===== config.mk =====
export PLATFORM = sky130hd
export DESIGN_NAME = qrs_peak_detector_flat
export DESIGN_NICKNAME = d
export VERILOG_FILES = /design/src/rtl/core/qrs_pd_pkg.sv /design/src/rtl/core/qrs_pd_if.sv /design/src/rtl/core/qrs_peak_detector.sv /design/src/rtl/core/qrs_pd_div.sv /design/src/rtl/core/qrs_pd_dp.sv /design/src/rtl/core/qrs_pd_ctrl.sv /design/src/flat_wrapper.sv
export VERILOG_INCLUDE_DIRS = /design/src /design/src/rtl/core
export SDC_FILE = /design/constraint.sdc
export NUM_CORES = 2
export LEC_CHECK = 0
export BUFFER_PORTS_ARGS = -buffer_cell sky130_fd_sc_hd__buf_2
export CORE_ASPECT_RATIO = 1.4
export CORE_MARGIN = 5
export CORE_UTILIZATION = 30
export DETAILED_ROUTE_END_ITERATION = 8
export GPL_TIMING_DRIVEN = 0
export MAX_ROUTING_LAYER = met4
export PLACE_DENSITY = 0.52
export SLEW_MARGIN = 20
export SYNTH_ARGS = -nofsm -noshare
export SYNTH_HDL_FRONTEND = slang
export SYNTH_SLANG_ARGS = --single-unit

===== constraint.sdc =====
create_clock -name clk -period 17.5 [get_ports clk]
set_input_delay 0 -clock clk [delete_from_list [all_inputs] [get_ports clk]]
set_output_delay 0 -clock clk [all_outputs]
set_load 0.05 [all_outputs]

===== src/rtl/core/qrs_peak_detector_defines.svh =====
// Assertion macros for the QRS peak detector RTL.
`ifndef QRS_PEAK_DETECTOR_DEFINES_SVH
`define QRS_PEAK_DETECTOR_DEFINES_SVH

// Same-cycle implication, reset masked.
`define QRS_ASSERT_IMP(name, ante, cons, msg) \
  name: assert property (@(posedge clk) disable iff (!rst_n) (ante) |-> (cons)) \
    else $error(msg);

// Next-cycle implication, reset masked.
`define QRS_ASSERT_NXT(name, ante, cons, msg) \
  name: assert property (@(posedge clk) disable iff (!rst_n) (ante) |=> (cons)) \
    else $error(msg);

`endif


===== src/rtl/core/qrs_pd_pkg.sv =====
// Types, constants and helpers for the QRS peak detector.
package qrs_pd_pkg;

  localparam int SMP_W      = 16;
  localparam int LVL_W      = SMP_W + 4;
  localparam int PEAK_DEPTH = 32;
  localparam int PIDX_W     = $clog2(PEAK_DEPTH);
  localparam int RR_WINDOW  = 8;
  localparam int RIDX_W     = $clog2(RR_WINDOW);
  localparam int RSUM_W     = SMP_W + RIDX_W;
  localparam int CNT_W      = 32;
  localparam int RATE_W     = 12;
  localparam int MLIM_W     = 4;
  localparam int PULSE_W    = 8;
  localparam int CFG_ADDR_W = 1;
  localparam int CFG_DATA_W = 12;
  localparam int DIV_W      = 32;
  localparam int DVS_W      = 16;
  localparam int DCNT_W     = $clog2(DIV_W);

  // x/100 as (x * LIM_RECIP) >> LIM_SHIFT, exact for x below 2^24
  localparam int          LIM_SHIFT = 31;
  localparam logic [24:0] LIM_RECIP = 25'd21474837;

  localparam logic [RATE_W-1:0] RATE_RST = 12'd250;
  localparam logic [MLIM_W-1:0] MLIM_RST = 4'd5;

  typedef enum logic [CFG_ADDR_W-1:0] {
    CFG_SAMPLE_RATE = 1'b0,
    CFG_MISS_LIMIT  = 1'b1
  } cfg_idx_t;

  typedef enum logic [2:0] {
    DIV_PULSE,
    DIV_LIM0,
    DIV_LIM1,
    DIV_LIM2,
    DIV_TIME
  } div_op_t;

  typedef enum logic [3:0] {
    S_IDLE,
    S_EVAL,
    S_ROUTE,
    S_PULSE,
    S_PULSE_W,
    S_CLASS,
    S_TH,
    S_LIM,
    S_LIM_W,
    S_SB_ADDR,
    S_SB_CHK,
    S_TIME,
    S_TIME_W,
    S_FIN
  } state_t;

  typedef struct packed {
    logic    load;
    logic    eval;
    logic    classify;
    logic    th_upd;
    logic    sb_read;
    logic    sb_check;
    logic    pulse_max;
    logic    div_start;
    div_op_t div_op;
    logic    lim_mul;
    logic    lim_wr;
    logic    out_load;
  } cmd_t;

  typedef struct packed {
    logic peak;
    logic isr;
    logic rr_zero;
    logic regular;
    logic regular_r;
    logic need_sb;
    logic sb_hit;
    logic sb_last;
    logic div_done;
    logic div_busy;
    logic out_free;
  } sts_t;

  // RR limit percentages: low, high, miss.
  function automatic logic [7:0] lim_pct(input div_op_t op);
    logic [7:0] pct;
    unique case (op)
      DIV_LIM0: pct = 8'd92;
      DIV_LIM1: pct = 8'd116;
      DIV_LIM2: pct = 8'd166;
      default:  pct = 8'd0;
    endcase
    return pct;
  endfunction

  function automatic logic [SMP_W-1:0] sat16(input logic [DIV_W-1:0] v);
    return (|v[DIV_W-1:SMP_W]) ? {SMP_W{1'b1}} : v[SMP_W-1:0];
  endfunction

endpackage


===== src/rtl/core/qrs_pd_if.sv =====
// Sample and result channel interfaces.
interface qrs_pd_in_if import qrs_pd_pkg::*; ();
  logic             valid;
  logic             ready;
  logic [SMP_W-1:0] sample;

  modport source (output valid, output sample, input ready);
  modport sink   (input valid, input sample, output ready);
endinterface

interface qrs_pd_out_if import qrs_pd_pkg::*; ();
  logic               valid;
  logic               ready;
  logic               r_peak;
  logic [SMP_W-1:0]   peak_value;
  logic [PULSE_W-1:0] pulse_bpm;
  logic [SMP_W-1:0]   time_seconds;
  logic               irregular;
  logic               searched_back;
  logic               miss_warning;

  modport source (output valid, output r_peak, output peak_value, output pulse_bpm,
                  output time_seconds, output irregular, output searched_back,
                  output miss_warning, input ready);
  modport sink   (input valid, input r_peak, input peak_value, input pulse_bpm,
                  input time_seconds, input irregular, input searched_back,
                  input miss_warning, output ready);
endinterface


===== src/rtl/core/qrs_peak_detector.sv =====
// Work per input transfer depends on its path: no peak, noise peak, irregular R peak or
// regular R peak (no pulse division at RR 0), plus a searchback that scans the peak ring
// until a hit or its last entry. Time and pulse use the 32-step shared divider, and each
// RR limit passes S_LIM and S_LIM_W; one sample is in work at a time, the next is taken
// once the result is in the output register. Reset (synchronous, rst_n low) clears all
// levels, counters and the RR ring, and marks every peak ring entry invalid.
module qrs_peak_detector import qrs_pd_pkg::*; (
  input  logic                  clk,
  input  logic                  rst_n,
  qrs_pd_in_if.sink             in_ch,
  qrs_pd_out_if.source          out_ch,
  input  logic                  cfg_we,
  input  logic [CFG_ADDR_W-1:0] cfg_addr,
  input  logic [CFG_DATA_W-1:0] cfg_wdata
);

  cmd_t cmd;
  sts_t st;

  qrs_pd_ctrl u_ctrl (
    .clk      (clk),
    .rst_n    (rst_n),
    .in_valid (in_ch.valid),
    .in_ready (in_ch.ready),
    .st       (st),
    .cmd      (cmd)
  );

  qrs_pd_dp u_dp (
    .clk               (clk),
    .rst_n             (rst_n),
    .cmd               (cmd),
    .st                (st),
    .in_sample         (in_ch.sample),
    .cfg_we            (cfg_we),
    .cfg_addr          (cfg_addr),
    .cfg_wdata         (cfg_wdata),
    .out_ready         (out_ch.ready),
    .out_valid         (out_ch.valid),
    .out_r_peak        (out_ch.r_peak),
    .out_peak_value    (out_ch.peak_value),
    .out_pulse_bpm     (out_ch.pulse_bpm),
    .out_time_seconds  (out_ch.time_seconds),
    .out_irregular     (out_ch.irregular),
    .out_searched_back (out_ch.searched_back),
    .out_miss_warning  (out_ch.miss_warning)
  );

endmodule


===== src/rtl/core/qrs_pd_div.sv =====
// Shared restoring divider, one quotient bit per cycle.
module qrs_pd_div import qrs_pd_pkg::*; (
  input  logic             clk,
  input  logic             rst_n,
  input  logic             start,
  input  logic [DIV_W-1:0] dividend,
  input  logic [DVS_W-1:0] divisor,
  output logic             busy,
  output logic             done,
  output logic [DIV_W-1:0] quotient
);

  logic              busy_r, busy_nxt;
  logic              done_r, done_nxt;
  logic [DCNT_W-1:0] cnt_r, cnt_nxt;
  logic [DVS_W-1:0]  rem_r, rem_nxt;
  logic [DVS_W-1:0]  dvs_r, dvs_nxt;
  logic [DIV_W-1:0]  quo_r, quo_nxt;
  logic [DVS_W:0]    trial;
  logic              fits;

  assign trial = {rem_r, quo_r[DIV_W-1]};
  assign fits  = trial >= {1'b0, dvs_r};

  always_comb begin
    busy_nxt = busy_r;
    done_nxt = 1'b0;
    cnt_nxt  = cnt_r;
    rem_nxt  = rem_r;
    dvs_nxt  = dvs_r;
    quo_nxt  = quo_r;
    if (start) begin
      busy_nxt = 1'b1;
      cnt_nxt  = '0;
      rem_nxt  = '0;
      dvs_nxt  = divisor;
      quo_nxt  = dividend;
    end else if (busy_r) begin
      rem_nxt = fits ? DVS_W'(trial - {1'b0, dvs_r}) : trial[DVS_W-1:0];
      quo_nxt = {quo_r[DIV_W-2:0], fits};
      cnt_nxt = cnt_r + DCNT_W'(1);
      if (cnt_r == DCNT_W'(DIV_W - 1)) begin
        busy_nxt = 1'b0;
        done_nxt = 1'b1;
      end
    end
  end

  always_ff @(posedge clk) begin
    if (!rst_n) begin
      busy_r <= 1'b0;
      done_r <= 1'b0;
      cnt_r  <= '0;
    end else begin
      busy_r <= busy_nxt;
      done_r <= done_nxt;
      cnt_r  <= cnt_nxt;
    end
    rem_r <= rem_nxt;
    dvs_r <= dvs_nxt;
    quo_r <= quo_nxt;
  end

  assign busy     = busy_r;
  assign done     = done_r;
  assign quotient = quo_r;

endmodule


===== src/rtl/core/qrs_pd_dp.sv =====
// Datapath: sample window, peak ring, levels, thresholds, RR statistics, outputs.
module qrs_pd_dp import qrs_pd_pkg::*; (
  input  logic                  clk,
  input  logic                  rst_n,
  input  cmd_t                  cmd,
  output sts_t                  st,
  input  logic [SMP_W-1:0]      in_sample,
  input  logic                  cfg_we,
  input  logic [CFG_ADDR_W-1:0] cfg_addr,
  input  logic [CFG_DATA_W-1:0] cfg_wdata,
  input  logic                  out_ready,
  output logic                  out_valid,
  output logic                  out_r_peak,
  output logic [SMP_W-1:0]      out_peak_value,
  output logic [PULSE_W-1:0]    out_pulse_bpm,
  output logic [SMP_W-1:0]      out_time_seconds,
  output logic                  out_irregular,
  output logic                  out_searched_back,
  output logic                  out_miss_warning
);

  // configuration
  logic [RATE_W-1:0] rate_r;
  logic [MLIM_W-1:0] mlim_r;
  logic [RATE_W-1:0] rate_eff;
  logic [MLIM_W-1:0] mlim_eff;

  // running state
  logic [SMP_W-1:0]  w0_r, w1_r, w2_r;
  logic [CNT_W-1:0]  sc_r, last_r_r;
  logic [PIDX_W-1:0] pidx_r;
  logic [LVL_W-1:0]  sig_r, noi_r, thh_r, thl_r;
  logic [SMP_W-1:0]  ok_ring_r [RR_WINDOW];
  logic [RIDX_W-1:0] ok_pos_r;
  logic [RSUM_W-1:0] ok_sum_r;
  logic [SMP_W-1:0]  lim_r [3];
  logic [MLIM_W-1:0] miss_r;
  logic [PULSE_W-1:0] pulse_r;
  logic [SMP_W-1:0]  time_r;

  // per-item scratch
  logic              peak_r, isr_r, regular_r, irr_r, sb_r;
  logic [SMP_W-1:0]  rr_r, pk_r, pval_r;
  logic [PIDX_W-1:0] sbk_r;
  div_op_t           op_r;
  logic [SMP_W+7:0]  lim_prod_r;

  // peak ring
  logic [SMP_W-1:0]  ring_mem [PEAK_DEPTH];
  logic [PEAK_DEPTH-1:0] ring_vld_r;
  logic [SMP_W-1:0]  rd_data_r;
  logic              rd_vld_r;
  logic [PIDX_W-1:0] rd_addr;

  // output register
  logic               ov_r, o_rp_r, o_irr_r, o_sb_r, o_warn_r;
  logic [SMP_W-1:0]   o_pv_r, o_time_r;
  logic [PULSE_W-1:0] o_pulse_r;

  // combinational
  logic               peak_c, isr_c, regular_c, need_sb_c, sb_hit_c, warn_c;
  logic [CNT_W-1:0]   rr_diff;
  logic [SMP_W-1:0]   rr_c, old_c, avg;
  logic [LVL_W+2:0]   sig7, noi7;
  logic [LVL_W+1:0]   sig3;
  logic [LVL_W-1:0]   sig_reg_nxt, sig_sb_nxt, noi_nxt, th_nxt;
  logic [LVL_W:0]     th_dn;
  logic [LVL_W-1:0]   sig_diff;
  logic [17:0]        pulse_num;
  logic [SMP_W+7:0]   lim_prod;
  logic [SMP_W+32:0]  lim_scaled;
  logic [SMP_W+1:0]   lim_q;
  logic [DIV_W-1:0]   div_dvd, div_q;
  logic [DVS_W-1:0]   div_dvs;
  logic               div_busy, div_done;

  assign rate_eff = (rate_r == '0) ? RATE_W'(1) : rate_r;
  assign mlim_eff = (mlim_r == '0) ? MLIM_W'(1) : mlim_r;

  assign peak_c  = (sc_r >= CNT_W'(3)) && (w0_r < w1_r) && (w1_r > w2_r);
  assign isr_c   = peak_c && ({w1_r, 4'b0} > thh_r);
  assign rr_diff = sc_r - last_r_r;
  assign rr_c    = sat16(rr_diff);

  assign regular_c = (lim_r[0] < rr_r) && (rr_r < lim_r[1]);
  assign need_sb_c = rr_r > lim_r[2];

  assign rd_addr  = pidx_r - PIDX_W'(1) - sbk_r;
  assign old_c    = rd_vld_r ? rd_data_r : '0;
  assign sb_hit_c = {old_c, 4'b0} > thl_r;
  assign warn_c   = miss_r >= mlim_eff;

  // level updates: 2P + 7L/8 and 4P + 3S/4 in Q.4
  assign sig7 = ({3'b0, sig_r} << 3) - {3'b0, sig_r};
  assign noi7 = ({3'b0, noi_r} << 3) - {3'b0, noi_r};
  assign sig3 = ({2'b0, sig_r} << 1) + {2'b0, sig_r};
  assign sig_reg_nxt = LVL_W'({pk_r, 1'b0}) + sig7[LVL_W+2:3];
  assign noi_nxt     = LVL_W'({w1_r, 1'b0}) + noi7[LVL_W+2:3];
  assign sig_sb_nxt  = LVL_W'({old_c, 2'b0}) + sig3[LVL_W+1:2];

  // thresh_high = N + (S-N)/4, rounded down, so away from N when S < N
  assign sig_diff = (sig_r >= noi_r) ? (sig_r - noi_r) : (noi_r - sig_r);
  assign th_dn    = {1'b0, sig_diff} + (LVL_W+1)'(3);
  assign th_nxt   = (sig_r >= noi_r) ? (noi_r + (sig_diff >> 2))
                                     : (noi_r - th_dn[LVL_W:2]);

  assign avg        = ok_sum_r[RSUM_W-1:RIDX_W];
  assign lim_prod   = {8'b0, avg} * {16'b0, lim_pct(cmd.div_op)};
  // divide by 100 through the reciprocal, in the cycle after the product is registered
  assign lim_scaled = {25'b0, lim_prod_r} * {24'b0, LIM_RECIP};
  assign lim_q      = lim_scaled[SMP_W+32:LIM_SHIFT];
  assign pulse_num  = {6'b0, rate_eff} * 18'd60;

  always_comb begin
    unique case (cmd.div_op)
      DIV_PULSE: begin
        div_dvd = DIV_W'(pulse_num);
        div_dvs = rr_r;
      end
      DIV_TIME: begin
        div_dvd = sc_r;
        div_dvs = DVS_W'(rate_eff);
      end
      default: begin
        div_dvd = sc_r;
        div_dvs = DVS_W'(rate_eff);
      end
    endcase
  end

  qrs_pd_div u_div (
    .clk      (clk),
    .rst_n    (rst_n),
    .start    (cmd.div_start),
    .dividend (div_dvd),
    .divisor  (div_dvs),
    .busy     (div_busy),
    .done     (div_done),
    .quotient (div_q)
  );

  always_ff @(posedge clk) begin
    if (!rst_n) begin
      rate_r     <= RATE_RST;
      mlim_r     <= MLIM_RST;
      w0_r       <= '0;
      w1_r       <= '0;
      w2_r       <= '0;
      sc_r       <= '0;
      last_r_r   <= '0;
      pidx_r     <= '0;
      sig_r      <= '0;
      noi_r      <= '0;
      thh_r      <= '0;
      thl_r      <= '0;
      ok_pos_r   <= '0;
      ok_sum_r   <= '0;
      miss_r     <= '0;
      pulse_r    <= '0;
      time_r     <= '0;
      peak_r     <= 1'b0;
      isr_r      <= 1'b0;
      regular_r  <= 1'b0;
      irr_r      <= 1'b0;
      sb_r       <= 1'b0;
      ring_vld_r <= '0;
      ov_r       <= 1'b0;
      op_r       <= DIV_TIME;
      for (int i = 0; i < RR_WINDOW; i++) ok_ring_r[i] <= '0;
      for (int i = 0; i < 3; i++) lim_r[i] <= '0;
    end else begin
      if (cfg_we) begin
        unique case (cfg_addr)
          CFG_SAMPLE_RATE: rate_r <= cfg_wdata[RATE_W-1:0];
          CFG_MISS_LIMIT:  mlim_r <= cfg_wdata[MLIM_W-1:0];
          default: ;
        endcase
      end

      if (cmd.load) begin
        if (sc_r != {CNT_W{1'b1}}) sc_r <= sc_r + CNT_W'(1);
        w0_r <= w1_r;
        w1_r <= w2_r;
        w2_r <= in_sample;
      end

      if (cmd.eval) begin
        peak_r    <= peak_c;
        isr_r     <= isr_c;
        regular_r <= 1'b0;
        irr_r     <= 1'b0;
        sb_r      <= 1'b0;
        if (peak_c) begin
          pidx_r             <= pidx_r + PIDX_W'(1);
          ring_vld_r[pidx_r] <= 1'b1;
        end
        if (isr_c) last_r_r <= sc_r;
        if (peak_c && !isr_c) noi_r <= noi_nxt;
      end

      if (cmd.pulse_max) pulse_r <= {PULSE_W{1'b1}};

      if (cmd.classify) begin
        regular_r <= regular_c;
        if (regular_c) begin
          ok_ring_r[ok_pos_r] <= rr_r;
          ok_sum_r <= ok_sum_r - RSUM_W'(ok_ring_r[ok_pos_r]) + RSUM_W'(rr_r);
          ok_pos_r <= ok_pos_r + RIDX_W'(1);
          sig_r    <= sig_reg_nxt;
          miss_r   <= '0;
        end else begin
          irr_r <= 1'b1;
          if (miss_r != {MLIM_W{1'b1}}) miss_r <= miss_r + MLIM_W'(1);
        end
      end

      if (cmd.sb_check && sb_hit_c) begin
        sig_r <= sig_sb_nxt;
        sb_r  <= 1'b1;
      end

      if (cmd.th_upd) begin
        thh_r <= th_nxt;
        thl_r <= th_nxt >> 1;
      end

      if (cmd.lim_wr) begin
        unique case (cmd.div_op)
          DIV_LIM0: lim_r[0] <= sat16(DIV_W'(lim_q));
          DIV_LIM1: lim_r[1] <= sat16(DIV_W'(lim_q));
          DIV_LIM2: lim_r[2] <= sat16(DIV_W'(lim_q));
          default: ;
        endcase
      end

      if (cmd.div_start) op_r <= cmd.div_op;
      if (div_done) begin
        unique case (op_r)
          DIV_PULSE: pulse_r  <= (|div_q[DIV_W-1:PULSE_W]) ? {PULSE_W{1'b1}}
                                                          : div_q[PULSE_W-1:0];
          DIV_TIME:  time_r   <= sat16(div_q);
          default: ;
        endcase
      end

      if (cmd.out_load) begin
        ov_r <= 1'b1;
        if (warn_c) miss_r <= '0;
      end else if (out_ready) begin
        ov_r <= 1'b0;
      end

      if (cmd.sb_read) rd_vld_r <= ring_vld_r[rd_addr];
    end

    // payload registers
    if (cmd.eval) begin
      pk_r   <= w1_r;
      rr_r   <= rr_c;
      pval_r <= peak_c ? w1_r : '0;
    end
    if (cmd.lim_mul) lim_prod_r <= lim_prod;
    if (cmd.classify) sbk_r <= PIDX_W'(1);
    else if (cmd.sb_check && !sb_hit_c) sbk_r <= sbk_r + PIDX_W'(1);
    if (cmd.out_load) begin
      o_rp_r    <= isr_r;
      o_pv_r    <= pval_r;
      o_pulse_r <= pulse_r;
      o_time_r  <= time_r;
      o_irr_r   <= irr_r;
      o_sb_r    <= sb_r;
      o_warn_r  <= warn_c;
    end
  end

  // peak ring storage
  always_ff @(posedge clk) begin
    if (cmd.eval && peak_c) ring_mem[pidx_r] <= w1_r;
    if (cmd.sb_read) rd_data_r <= ring_mem[rd_addr];
  end

  always_comb begin
    st.peak      = peak_r;
    st.isr       = isr_r;
    st.rr_zero   = rr_r == '0;
    st.regular   = regular_c;
    st.regular_r = regular_r;
    st.need_sb   = need_sb_c;
    st.sb_hit    = sb_hit_c;
    st.sb_last   = sbk_r == PIDX_W'(PEAK_DEPTH - 1);
    st.div_done  = div_done;
    st.div_busy  = div_busy;
    st.out_free  = !ov_r || out_ready;
  end

  assign out_valid         = ov_r;
  assign out_r_peak        = o_rp_r;
  assign out_peak_value    = o_pv_r;
  assign out_pulse_bpm     = o_pulse_r;
  assign out_time_seconds  = o_time_r;
  assign out_irregular     = o_irr_r;
  assign out_searched_back = o_sb_r;
  assign out_miss_warning  = o_warn_r;

endmodule


===== src/rtl/core/qrs_pd_ctrl.sv =====
// Controller: sequences one sample through classification, searchback and division.
`include "qrs_peak_detector_defines.svh"

module qrs_pd_ctrl import qrs_pd_pkg::*; (
  input  logic clk,
  input  logic rst_n,
  input  logic in_valid,
  output logic in_ready,
  input  sts_t st,
  output cmd_t cmd
);

  state_t     state_r, state_nxt;
  logic [1:0] lim_sel_r, lim_sel_nxt;

  always_comb begin
    state_nxt   = state_r;
    lim_sel_nxt = lim_sel_r;
    unique case (state_r)
      S_IDLE:    if (in_valid) state_nxt = S_EVAL;
      S_EVAL:    state_nxt = S_ROUTE;
      S_ROUTE: begin
        priority if (!st.peak) state_nxt = S_TIME;
        else if (!st.isr)      state_nxt = S_TH;
        else                   state_nxt = S_PULSE;
      end
      S_PULSE:   state_nxt = st.rr_zero ? S_CLASS : S_PULSE_W;
      S_PULSE_W: if (st.div_done) state_nxt = S_CLASS;
      S_CLASS: begin
        priority if (st.regular) state_nxt = S_TH;
        else if (st.need_sb)     state_nxt = S_SB_ADDR;
        else                     state_nxt = S_TIME;
      end
      S_TH: begin
        lim_sel_nxt = '0;
        state_nxt   = st.regular_r ? S_LIM : S_TIME;
      end
      S_LIM:     state_nxt = S_LIM_W;
      S_LIM_W: begin
        if (lim_sel_r == 2'd2) begin
          state_nxt = S_TIME;
        end else begin
          lim_sel_nxt = lim_sel_r + 2'd1;
          state_nxt   = S_LIM;
        end
      end
      S_SB_ADDR: state_nxt = S_SB_CHK;
      S_SB_CHK: begin
        priority if (st.sb_hit) state_nxt = S_TH;
        else if (st.sb_last)    state_nxt = S_TIME;
        else                    state_nxt = S_SB_ADDR;
      end
      S_TIME:    state_nxt = S_TIME_W;
      S_TIME_W:  if (st.div_done) state_nxt = S_FIN;
      S_FIN:     if (st.out_free) state_nxt = S_IDLE;
      default:   state_nxt = S_IDLE;
    endcase
  end

  always_comb begin
    cmd        = '0;
    cmd.div_op = DIV_TIME;
    in_ready   = 1'b0;
    unique case (state_r)
      S_IDLE: begin
        in_ready = 1'b1;
        cmd.load = in_valid;
      end
      S_EVAL:  cmd.eval = 1'b1;
      S_PULSE: begin
        cmd.div_op    = DIV_PULSE;
        cmd.pulse_max = st.rr_zero;
        cmd.div_start = !st.rr_zero;
      end
      S_CLASS:   cmd.classify = 1'b1;
      S_TH:      cmd.th_upd = 1'b1;
      // product registered in S_LIM, scaled limit written in S_LIM_W
      S_LIM, S_LIM_W: begin
        cmd.lim_mul = (state_r == S_LIM);
        cmd.lim_wr  = (state_r == S_LIM_W);
        unique case (lim_sel_r)
          2'd0:    cmd.div_op = DIV_LIM0;
          2'd1:    cmd.div_op = DIV_LIM1;
          default: cmd.div_op = DIV_LIM2;
        endcase
      end
      S_SB_ADDR: cmd.sb_read = 1'b1;
      S_SB_CHK:  cmd.sb_check = 1'b1;
      S_TIME:    cmd.div_start = 1'b1;
      S_FIN:     cmd.out_load = st.out_free;
      default: ;
    endcase
  end

  always_ff @(posedge clk) begin
    if (!rst_n) begin
      state_r   <= S_IDLE;
      lim_sel_r <= '0;
    end else begin
      state_r   <= state_nxt;
      lim_sel_r <= lim_sel_nxt;
    end
  end

  `QRS_ASSERT_NXT(a_accept_eval, in_valid && in_ready, state_r == S_EVAL, "transfer did not start evaluation")
  `QRS_ASSERT_IMP(a_div_start_idle, cmd.div_start, !st.div_busy, "divider started while busy")
  `QRS_ASSERT_IMP(a_lim_sel_range, state_r == S_LIM_W, lim_sel_r != 2'd3, "limit select out of range")
  `QRS_ASSERT_NXT(a_out_load_idle, cmd.out_load, state_r == S_IDLE, "result load did not return to idle")

endmodule

===== src/flat_wrapper.sv =====
// flat-port wrapper written by rule: the top's interface ports become plain ports
module qrs_peak_detector_flat import qrs_pd_pkg::*;
  (clk, rst_n, cfg_we, cfg_addr, cfg_wdata, in_ch_valid, in_ch_sample, in_ch_ready, out_ch_valid, out_ch_r_peak, out_ch_peak_value, out_ch_pulse_bpm, out_ch_time_seconds, out_ch_irregular, out_ch_searched_back, out_ch_miss_warning, out_ch_ready);
  qrs_pd_in_if in_ch_i ();
  qrs_pd_out_if out_ch_i ();
  input  logic clk;
  input  logic rst_n;
  input  logic cfg_we;
  input  logic [CFG_ADDR_W-1:0] cfg_addr;
  input  logic [CFG_DATA_W-1:0] cfg_wdata;
  input wire logic [$bits(in_ch_i.valid)-1:0] in_ch_valid;
  input wire logic [$bits(in_ch_i.sample)-1:0] in_ch_sample;
  output wire logic [$bits(in_ch_i.ready)-1:0] in_ch_ready;
  output wire logic [$bits(out_ch_i.valid)-1:0] out_ch_valid;
  output wire logic [$bits(out_ch_i.r_peak)-1:0] out_ch_r_peak;
  output wire logic [$bits(out_ch_i.peak_value)-1:0] out_ch_peak_value;
  output wire logic [$bits(out_ch_i.pulse_bpm)-1:0] out_ch_pulse_bpm;
  output wire logic [$bits(out_ch_i.time_seconds)-1:0] out_ch_time_seconds;
  output wire logic [$bits(out_ch_i.irregular)-1:0] out_ch_irregular;
  output wire logic [$bits(out_ch_i.searched_back)-1:0] out_ch_searched_back;
  output wire logic [$bits(out_ch_i.miss_warning)-1:0] out_ch_miss_warning;
  input wire logic [$bits(out_ch_i.ready)-1:0] out_ch_ready;
  assign in_ch_i.valid = in_ch_valid;
  assign in_ch_i.sample = in_ch_sample;
  assign in_ch_ready = in_ch_i.ready;
  assign out_ch_valid = out_ch_i.valid;
  assign out_ch_r_peak = out_ch_i.r_peak;
  assign out_ch_peak_value = out_ch_i.peak_value;
  assign out_ch_pulse_bpm = out_ch_i.pulse_bpm;
  assign out_ch_time_seconds = out_ch_i.time_seconds;
  assign out_ch_irregular = out_ch_i.irregular;
  assign out_ch_searched_back = out_ch_i.searched_back;
  assign out_ch_miss_warning = out_ch_i.miss_warning;
  assign out_ch_i.ready = out_ch_ready;
  qrs_peak_detector u_core (.clk(clk), .rst_n(rst_n), .in_ch(in_ch_i), .out_ch(out_ch_i), .cfg_we(cfg_we), .cfg_addr(cfg_addr), .cfg_wdata(cfg_wdata));
endmodule

# After elaboration in Yosys (flattened, before gate mapping)
# Memories as Yosys holds them, arrays and structs flattened. A register that Yosys moved wholly into a read port is not among the register bits.
# Index checks and enable logic that the tools add are counted.
totals:
  regBits: 502
  latchBits: 0
  ram_bits: 688
  rom_bits: 0
  input_bits: 34
  out_inout_bits: 46
  elab_cells: 271
  mem_count: 3
classes:
  n_addsub: 24
  n_mul: 3
  div_mod_pow: 0
  n_lt_le_gt_ge: 14
  eq_ne: 28
  shifts: 0
  mux: 97
  n_bitwise: 7
  n_reduce_logical: 48
mem_list:
  columns: ["name", "words", "word_bits", "rd", "rd_clocked_by_memory_dff", "wr", "line", "rtl"]
  rows:
  - ["u_core.u_dp.ring_mem", 32, 16, 1, 1, 1, "qrs_pd_dp.sv:49", "logic [SMP_W-1:0] ring_mem [PEAK_DEPTH];"]
  - ["u_core.u_dp.ok_ring_r", 8, 16, 1, 1, 8, "qrs_pd_dp.sv:33", "logic [SMP_W-1:0] ok_ring_r [RR_WINDOW];"]
  - ["u_core.u_dp.lim_r", 3, 16, 3, 0, 3, "qrs_pd_dp.sv:36", "logic [SMP_W-1:0] lim_r [3];"]
op_table:
  columns: ["operator", "count"]
  rows:
  - ["16-bit 2-to-1 mux", 8]
  - ["20-bit 2-to-1 mux", 5]
  - ["32-bit 2-to-1 mux", 3]
  - ["4-bit 2-to-1 mux", 15]
  - ["4-bit case mux with 14 select lines", 1]
  - ["24-bit by 25-bit multiplier with 49-bit output (second input constant)", 1]
  - ["16-bit < comparator", 3]
  - ["16-bit OR reduction", 3]
  - ["23-bit by 20-bit subtractor with 23-bit output", 2]
  - ["1-bit 2-to-1 mux", 44]
  - ["17-bit by 20-bit adder with 20-bit output", 2]
  - ["20-bit subtractor", 2]
  - ["32-bit by 1-bit adder with 32-bit output (second input constant)", 1]
  - ["32-bit by 2-bit >= comparator with 1-bit output (second input constant)", 1]
  - ["16-bit greater-than comparator", 2]
  - ["8-bit 2-to-1 mux", 4]
  - ["32-bit != test (second input constant)", 1]
  - ["32-bit bitwise OR", 1]
  - ["32-bit subtractor", 1]
  - ["4-bit == test (second input constant)", 6]
  - ["16-bit by 8-bit multiplier with 24-bit output", 1]
  - ["12-bit 2-to-1 mux", 2]
  - ["8-bit case mux with 3 select lines", 1]
  - ["24-bit OR reduction", 1]
  - ["other kinds (55)", 110]

# Longest topological paths before layout
logic_depth:
  word_depth: 9
  ltp_mapped: 31
  depth_no_buf: 30

# By module
# A second synthesis with hierarchy kept.
unflattened:
  hier_cells: 6363
  area_unflattened_um2: 74267.5
modules_own_cells:
  columns: ["module", "n_inst", "cells_per_inst", "area_per_inst_um2", "seq_area_each_um2"]
  rows:
  - ["qrs_pd_dp", 1, 5927, 69736.9, 30469.2]
  - ["qrs_pd_div", 1, 337, 3846.2, 1901.8]
  - ["qrs_pd_ctrl", 1, 99, 684.4, 120.1]

# Least setup slack after synthesis
# Ideal clock, no wire load.
synth_timing:
  path_kind: "reg-to-reg"
  start: "register u_core.u_dp.lim_prod_r[22]"
  end: "memory u_core.u_dp.lim_r[0][10], data pin"
  setup_time_ps: 287
  t_arrival_ps: 7474
  required_time_ps: 17213
  setup_slack_ps: 9739
  path_stages_with_launch: 27
  path_buffers: 1
  synth_period_minus_slack_ps: 7761
  path_cell_list: "edfxtp_1 -> fa_1 -> inv_1 -> fa_1 -> inv_1 -> fa_1 -> inv_1 -> fa_1 -> inv_1 -> fa_1 -> inv_1 -> fa_1 -> inv_1 -> ha_1 -> ha_1 -> a21o_1 -> a21o_1 -> a21o_1 -> a21o_1 -> a21o_1 -> a32oi_1 -> o21ai_0 -> a221o_1 -> a221o_1 -> o311ai_0 -> clkbuf_1 -> o21ai_0"
synth_lines:
  columns: ["item", "line", "rtl"]
  rows:
  - ["start: declaration", "qrs_pd_dp.sv:46", "logic [SMP_W+7:0] lim_prod_r;"]
  - ["start signal: assignment", "qrs_pd_dp.sv:262", "if (cmd.lim_mul) lim_prod_r <= lim_prod;"]
  - ["end: declaration", "qrs_pd_dp.sv:36", null]

==> flow_results.xml <==
<?xml version="1.0" encoding="UTF-8"?>
<metrics>
  <group name="clock_network">
    <metric name="clock_path_buffers" unit="">3</metric>
    <metric name="numCtsBuffers" unit="">114</metric>
    <metric name="post-cts-setup-buffers" unit="">0</metric>
    <metric name="htree_levels" unit="">3</metric>
    <metric name="ctsRootBufferMaster" unit="">clkbuf_16</metric>
    <metric name="cts.reportedPaths.clkPinSlew" unit="ps">60</metric>
    <metric name="clock_sinks" unit="">1189</metric>
    <metric name="cts_tree" unit="">built</metric>
    <metric name="clock_insertion_delay_worst_skew" unit="ps">760</metric>
  </group>
  <group name="timing">
    <metric name="final-max-slew-violation-count" unit="">0</metric>
    <metric name="max_slew_headroom" unit="%">23.40</metric>
    <metric name="ratio_of_final_minimum_period_to_clock_period" unit="%">54.79</metric>
    <metric name="fmax" unit="GHz">0.1043</metric>
    <metric name="final-setup-viol-count" unit="">0</metric>
    <metric name="final.min_clock_period" unit="ps">9589</metric>
    <metric name="rsz0062_at_grt" unit="">no</metric>
    <metric name="setup_total_negative_slack" unit="ps">0</metric>
    <metric name="hold_violations" unit="">0</metric>
    <metric name="worst_slew_pin_slew" unit="ps">1141</metric>
    <metric name="clock-skew-final" unit="ps">54.71</metric>
  </group>
  <group name="logic_synthesis">
    <metric name="postSynthNetCount" unit="">7603</metric>
    <metric name="yosys.cell_types.count" unit="">97</metric>
    <metric name="mappedNetlistArea" unit="um^2">74300</metric>
    <metric name="synth.yosys.warnings" unit="">0</metric>
    <metric name="post_synth_inst_count" unit="">6582</metric>
    <metric name="synth_area_leaders" unit="">edfxtp_1 (35%), ha_1 (11%), dfxtp_1 (8.6%)</metric>
    <metric name="synth-seq-area-share" unit="%">43.73</metric>
    <metric name="synthesis.area_per_instance" unit="um^2">11.29</metric>
    <metric name="synth_top_area_share" unit="%">35.08</metric>
    <metric name="synthArstFlopShare" unit="%">0</metric>
    <metric name="post-synth-top-area-cell" unit="">edfxtp_1</metric>
    <metric name="ys_seq_elements" unit="">1189</metric>
    <metric name="synth_enable_flop_cells" unit="">868</metric>
    <metric name="yosys_most_used_dff" unit="">edfxtp_1</metric>
  </group>
  <group name="global_routing">
    <metric name="grtUsageTotal" unit="%">17.33</metric>
    <metric name="antenna_found_initial" unit="">5</metric>
    <metric name="grt.overflow.total" unit="">0</metric>
    <metric name="grt_max_degree" unit="">34</metric>
    <metric name="grt_first_pass_wirelength" unit="um">333300</metric>
    <metric name="first_global_vias" unit="">53480</metric>
  </group>
  <group name="floorplan">
    <metric name="die_x" unit="um">430.6</metric>
    <metric name="initial_standard_cell_utilization_of_the_core" unit="%">30.08</metric>
    <metric name="die_area" unit="um^2">257900</metric>
    <metric name="count_of_pins_on_the_block_boundary" unit="">80</metric>
    <metric name="die_height" unit="um">598.8</metric>
    <metric name="core" unit="um^2">247000</metric>
    <metric name="num_rows" unit="">216</metric>
  </group>
  <group name="setup_path">
    <metric name="setup.worst_path.class" unit="">reg -&gt; reg</metric>
    <metric name="crit_top_cell" unit="">fa_1</metric>
    <metric name="path_max_fanout" unit="">10</metric>
    <metric name="path_cells" unit="">fa_1 -&gt; fa_1 -&gt; inv_1 -&gt; fa_1 -&gt; fa_1 -&gt; inv_1 -&gt; fa_1 -&gt; inv_1 -&gt; fa_1 -&gt; fa_1 -&gt; inv_1 -&gt; ha_1 -&gt; a21o_1 -&gt; a21oi_1 -&gt; nand3_1 -&gt; a211oi_1 -&gt; o21ai_0 -&gt; a211oi_1 -&gt; o21ai_0 -&gt; a221o_1 -&gt; a221o_1 -&gt; o311ai_1 -&gt; clkbuf_1 -&gt; o21ai_0</metric>
    <metric name="worst_setup_path_end_kind" unit="">register</metric>
    <metric name="slowest_delay" unit="ps">810</metric>
    <metric name="crit_required" unit="ps">17860</metric>
    <metric name="cpMaxStageDelayCell" unit="">o311ai_1</metric>
    <metric name="worst-endpoint-arrival" unit="ps">9950</metric>
    <metric name="rrSetupSlack" unit="ps">7910</metric>
    <metric name="timing.critical_path.from_type" unit="">register</metric>
  </group>
  <group name="flow_run">
    <metric name="max_cap_violations" unit="">0</metric>
  </group>
  <group name="power">
    <metric name="vdd_drop_max" unit="uV">100.3</metric>
    <metric name="power_density" unit="nW/um^2">144.2</metric>
    <metric name="power.share.sequential" unit="%">28.0</metric>
    <metric name="clock_network_fraction_of_total_power" unit="%">21.1</metric>
    <metric name="power_report.internal_total" unit="W">0.007158</metric>
    <metric name="netSwitchingPower" unit="W">0.004972</metric>
    <metric name="power.share.switching" unit="%">40.99</metric>
    <metric name="pwr-share-comb" unit="%">50.8</metric>
    <metric name="leakage" unit="nW">32.79</metric>
  </group>
  <group name="drt">
    <metric name="route.vias.total" unit="">51390</metric>
    <metric name="wl" unit="um">221200</metric>
    <metric name="met2_wirelength" unit="um">116100</metric>
    <metric name="remaining_drc_errors" unit="">0</metric>
    <metric name="final_antenna_net_count" unit="">0</metric>
    <metric name="wl_met3" unit="um">7243</metric>
    <metric name="wire_per_inst" unit="um">21.58</metric>
    <metric name="drtPass1Iterations" unit="">5</metric>
    <metric name="drt_iter0_markers" unit="">3373</metric>
    <metric name="routedLengthMet1" unit="um">85910</metric>
    <metric name="topRoutingLayerUsed" unit="">met4</metric>
    <metric name="drt-vias-per-instance" unit="">5.012</metric>
  </group>
  <group name="place">
    <metric name="place_congestion" unit="">0.9181</metric>
    <metric name="portBuffers" unit="">79</metric>
    <metric name="place_inst" unit="">9966</metric>
    <metric name="post-dp-hpwl" unit="um">173800</metric>
  </group>
  <group name="layout">
    <metric name="post_layout_nonfiller_instances" unit="">10250</metric>
    <metric name="area_growth_syn_to_layout" unit="%">13.23</metric>
    <metric name="final_net_count" unit="">7901</metric>
    <metric name="share_of_post_route_cells_with_drive_strength_above_1" unit="%">9.512</metric>
    <metric name="fillerInstances" unit="">24840</metric>
  </group>
  <group name="hold_path">
    <metric name="holdCritPathClass" unit="">in -&gt; reg</metric>
  </group>
  <group name="outcome">
    <metric name="run_status" unit="">finished, final reports clean</metric>
  </group>
</metrics>
routing by layer:
layer / up-vias / track usage [%]
li1: 24140 / -
met1: 25680 / 19.25
met2: 1187 / 31.55
met3: 380 / 1.405
met4: 0 / 8.003
met5: - / -
critical path: cells and delay by family, from the launching register on:
kind / cells / cell delay (ps)
AO/OA/AOI/OAI: 10 / 3840
adder cells (fa/ha/maj): 8 / 3830
flip-flops: 1 / 660
buffers and inverters: 5 / 610
AND/OR/NAND/NOR: 1 / 230
registers in the layout (all words and copies together) (netlist names), 19 cells and up, named ones only:
| signal | cells |
|---|---|
| u_core.u_dp.ring_mem | 512 |
| u_core.u_dp.ok_ring_r | 128 |
| u_core.u_dp.lim_r | 48 |
| u_core.u_dp.last_r_r | 32 |
| u_core.u_dp.ring_vld_r | 32 |
| u_core.u_dp.sc_r | 32 |
| u_core.u_dp.u_div.quotient | 32 |
| u_core.u_dp.lim_prod_r | 23 |
| u_core.u_dp.noi_r | 20 |
| u_core.u_dp.sig_r | 20 |
| u_core.u_dp.thh_r | 20 |
| u_core.u_dp.ok_sum_r | 19 |
what timing repair did:
| item | in CTS | in global routing |
|---|---|---|
| gates resized for setup | 0 | 0 |
| hold buffers | 68 | 0 |
| endpoints found under the hold margin | 38 | 0 |
layout make-up:
| type | count | area [um^2] | area share [%] |
|---|---|---|---|
| diodes | 2 | 5.005 | 0.005949 |
| plain buffers | 250 | 1001 | 1.190 |
| clock buffers | 148 | 3040 | 3.614 |
| clock inverters | 69 | 810.8 | 0.9637 |
| inverters | 796 | 2990 | 3.554 |
| multi-input cells | 4347 | 37940 | 45.09 |
| flip-flops and latches | 1189 | 32510 | 38.64 |
| well taps | 3270 | 4091 | 4.863 |
| repair buffers | 182 | 1744 | 2.073 |
power groups by stage:
stage | clock (W) | sequential, W | combinational [W]
after floorplan | 0 | 0.00340 | 0.00439
after global placement | 0 | 0.00350 | 0.00603
after detailed placement | 0 | 0.00346 | 0.00616
after CTS | 0.00262 | 0.00340 | 0.00622
after global routing | 0.00274 | 0.00341 | 0.00682
final | 0.00256 | 0.00340 | 0.00617
through the flow:
stage / cell area, um^2 / util (%) / power (W) / worst slack, ps / hold WS (ps)
2_1_floorplan: 74300 / - / 0.007790 / 9739 / 124.0
3_3_place_gp: 78790 / 31.89 / 0.009532 / 7517 / 241.7
3_5_place_dp: 79590 / 32.22 / 0.009619 / 7878 / 246.7
4_1_cts: 84120 / 34.06 / 0.01223 / 7821 / 10.60
5_1_grt: 84130 / 34.06 / 0.01297 / 7424 / 49.97
6_report: 84130 / 34.06 / 0.01213 / 7911 / 54.66
Yosys cell counts, types with 15 or more instances:
cell type and number:
dfxtp_1 321, nor2_1 462, mux2i_1 53, edfxtp_1 868, nor4_1 63, nor3_1 217, o211ai_1 27, or2_2 16
xor2_1 96, o31ai_1 24, mux2_2 36, mux4_2 202, o21bai_1 28, inv_1 779, clkbuf_1 211, o21a_1 40
xnor2_1 166, nand2b_1 46, or3_1 32, nor2b_1 55, and3_1 73, nand3_1 113, and2_1 114, nand2_1 403
a21oi_1 367, o21ai_0 191, fa_1 308, a22o_1 15, a211oi_1 54, a21o_1 113, a31oi_1 27, a21boi_0 19
ha_1 679, nand4_1 57, buf_1 23
logic make-up (layout without fill, tap and decap cells):
family | after synthesis | in the layout | synth area share [%]
flops | 1189 | 1189 | 43.73
simple gates | 1712 | 1712 | 11.14
other cells | 0 | 2 | 0
compound gates | 1093 | 1093 | 9.550
mux | 293 | 293 | 7.416
fa+ha+maj | 987 | 987 | 19.73
xor+xnor | 262 | 262 | 3.088
buf+inv | 1046 | 1445 | 5.345
worst paths after layout:
| kind | startpoint | endpoint | cells after the start |
|---|---|---|---|
| worst max-delay path | u_core.u_dp.lim_prod_r[4]$_DFFE_PP_ | u_core.u_dp.lim_r[0][7]$_DFFE_PP_ | 24 |
| worst min-delay path | in_ch_sample[0] | u_core.u_dp.w2_r[0]$_SDFFE_PN0P_ | 4 |
| worst max register to register | u_core.u_dp.lim_prod_r[4]$_DFFE_PP_ | u_core.u_dp.lim_r[0][7]$_DFFE_PP_ | 24 |
| worst min register to register | u_core.u_dp.pval_r[15]$_SDFFCE_PN0P_ | u_core.u_dp.out_peak_value[15]$_DFFE_PP_ | 0 |
placed cells by master, fill, tap and decap left out, types with 89 or more instances in the layout:
master     count
xor2_1        96
xnor2_1      165
buf_2         89
fa_1         308
a21o_1       113
inv_1        777
nor3_1       216
edfxtp_1     868
nor2_1       459
clkbuf_16    114
a21oi_1      367
nand3_1      113
and2_1       114
o21ai_0      183
dfxtp_1      305
clkbuf_1     228
ha_1         679
mux4_2       202
nand2_1      403
Power figures use the tool's default switching activity.
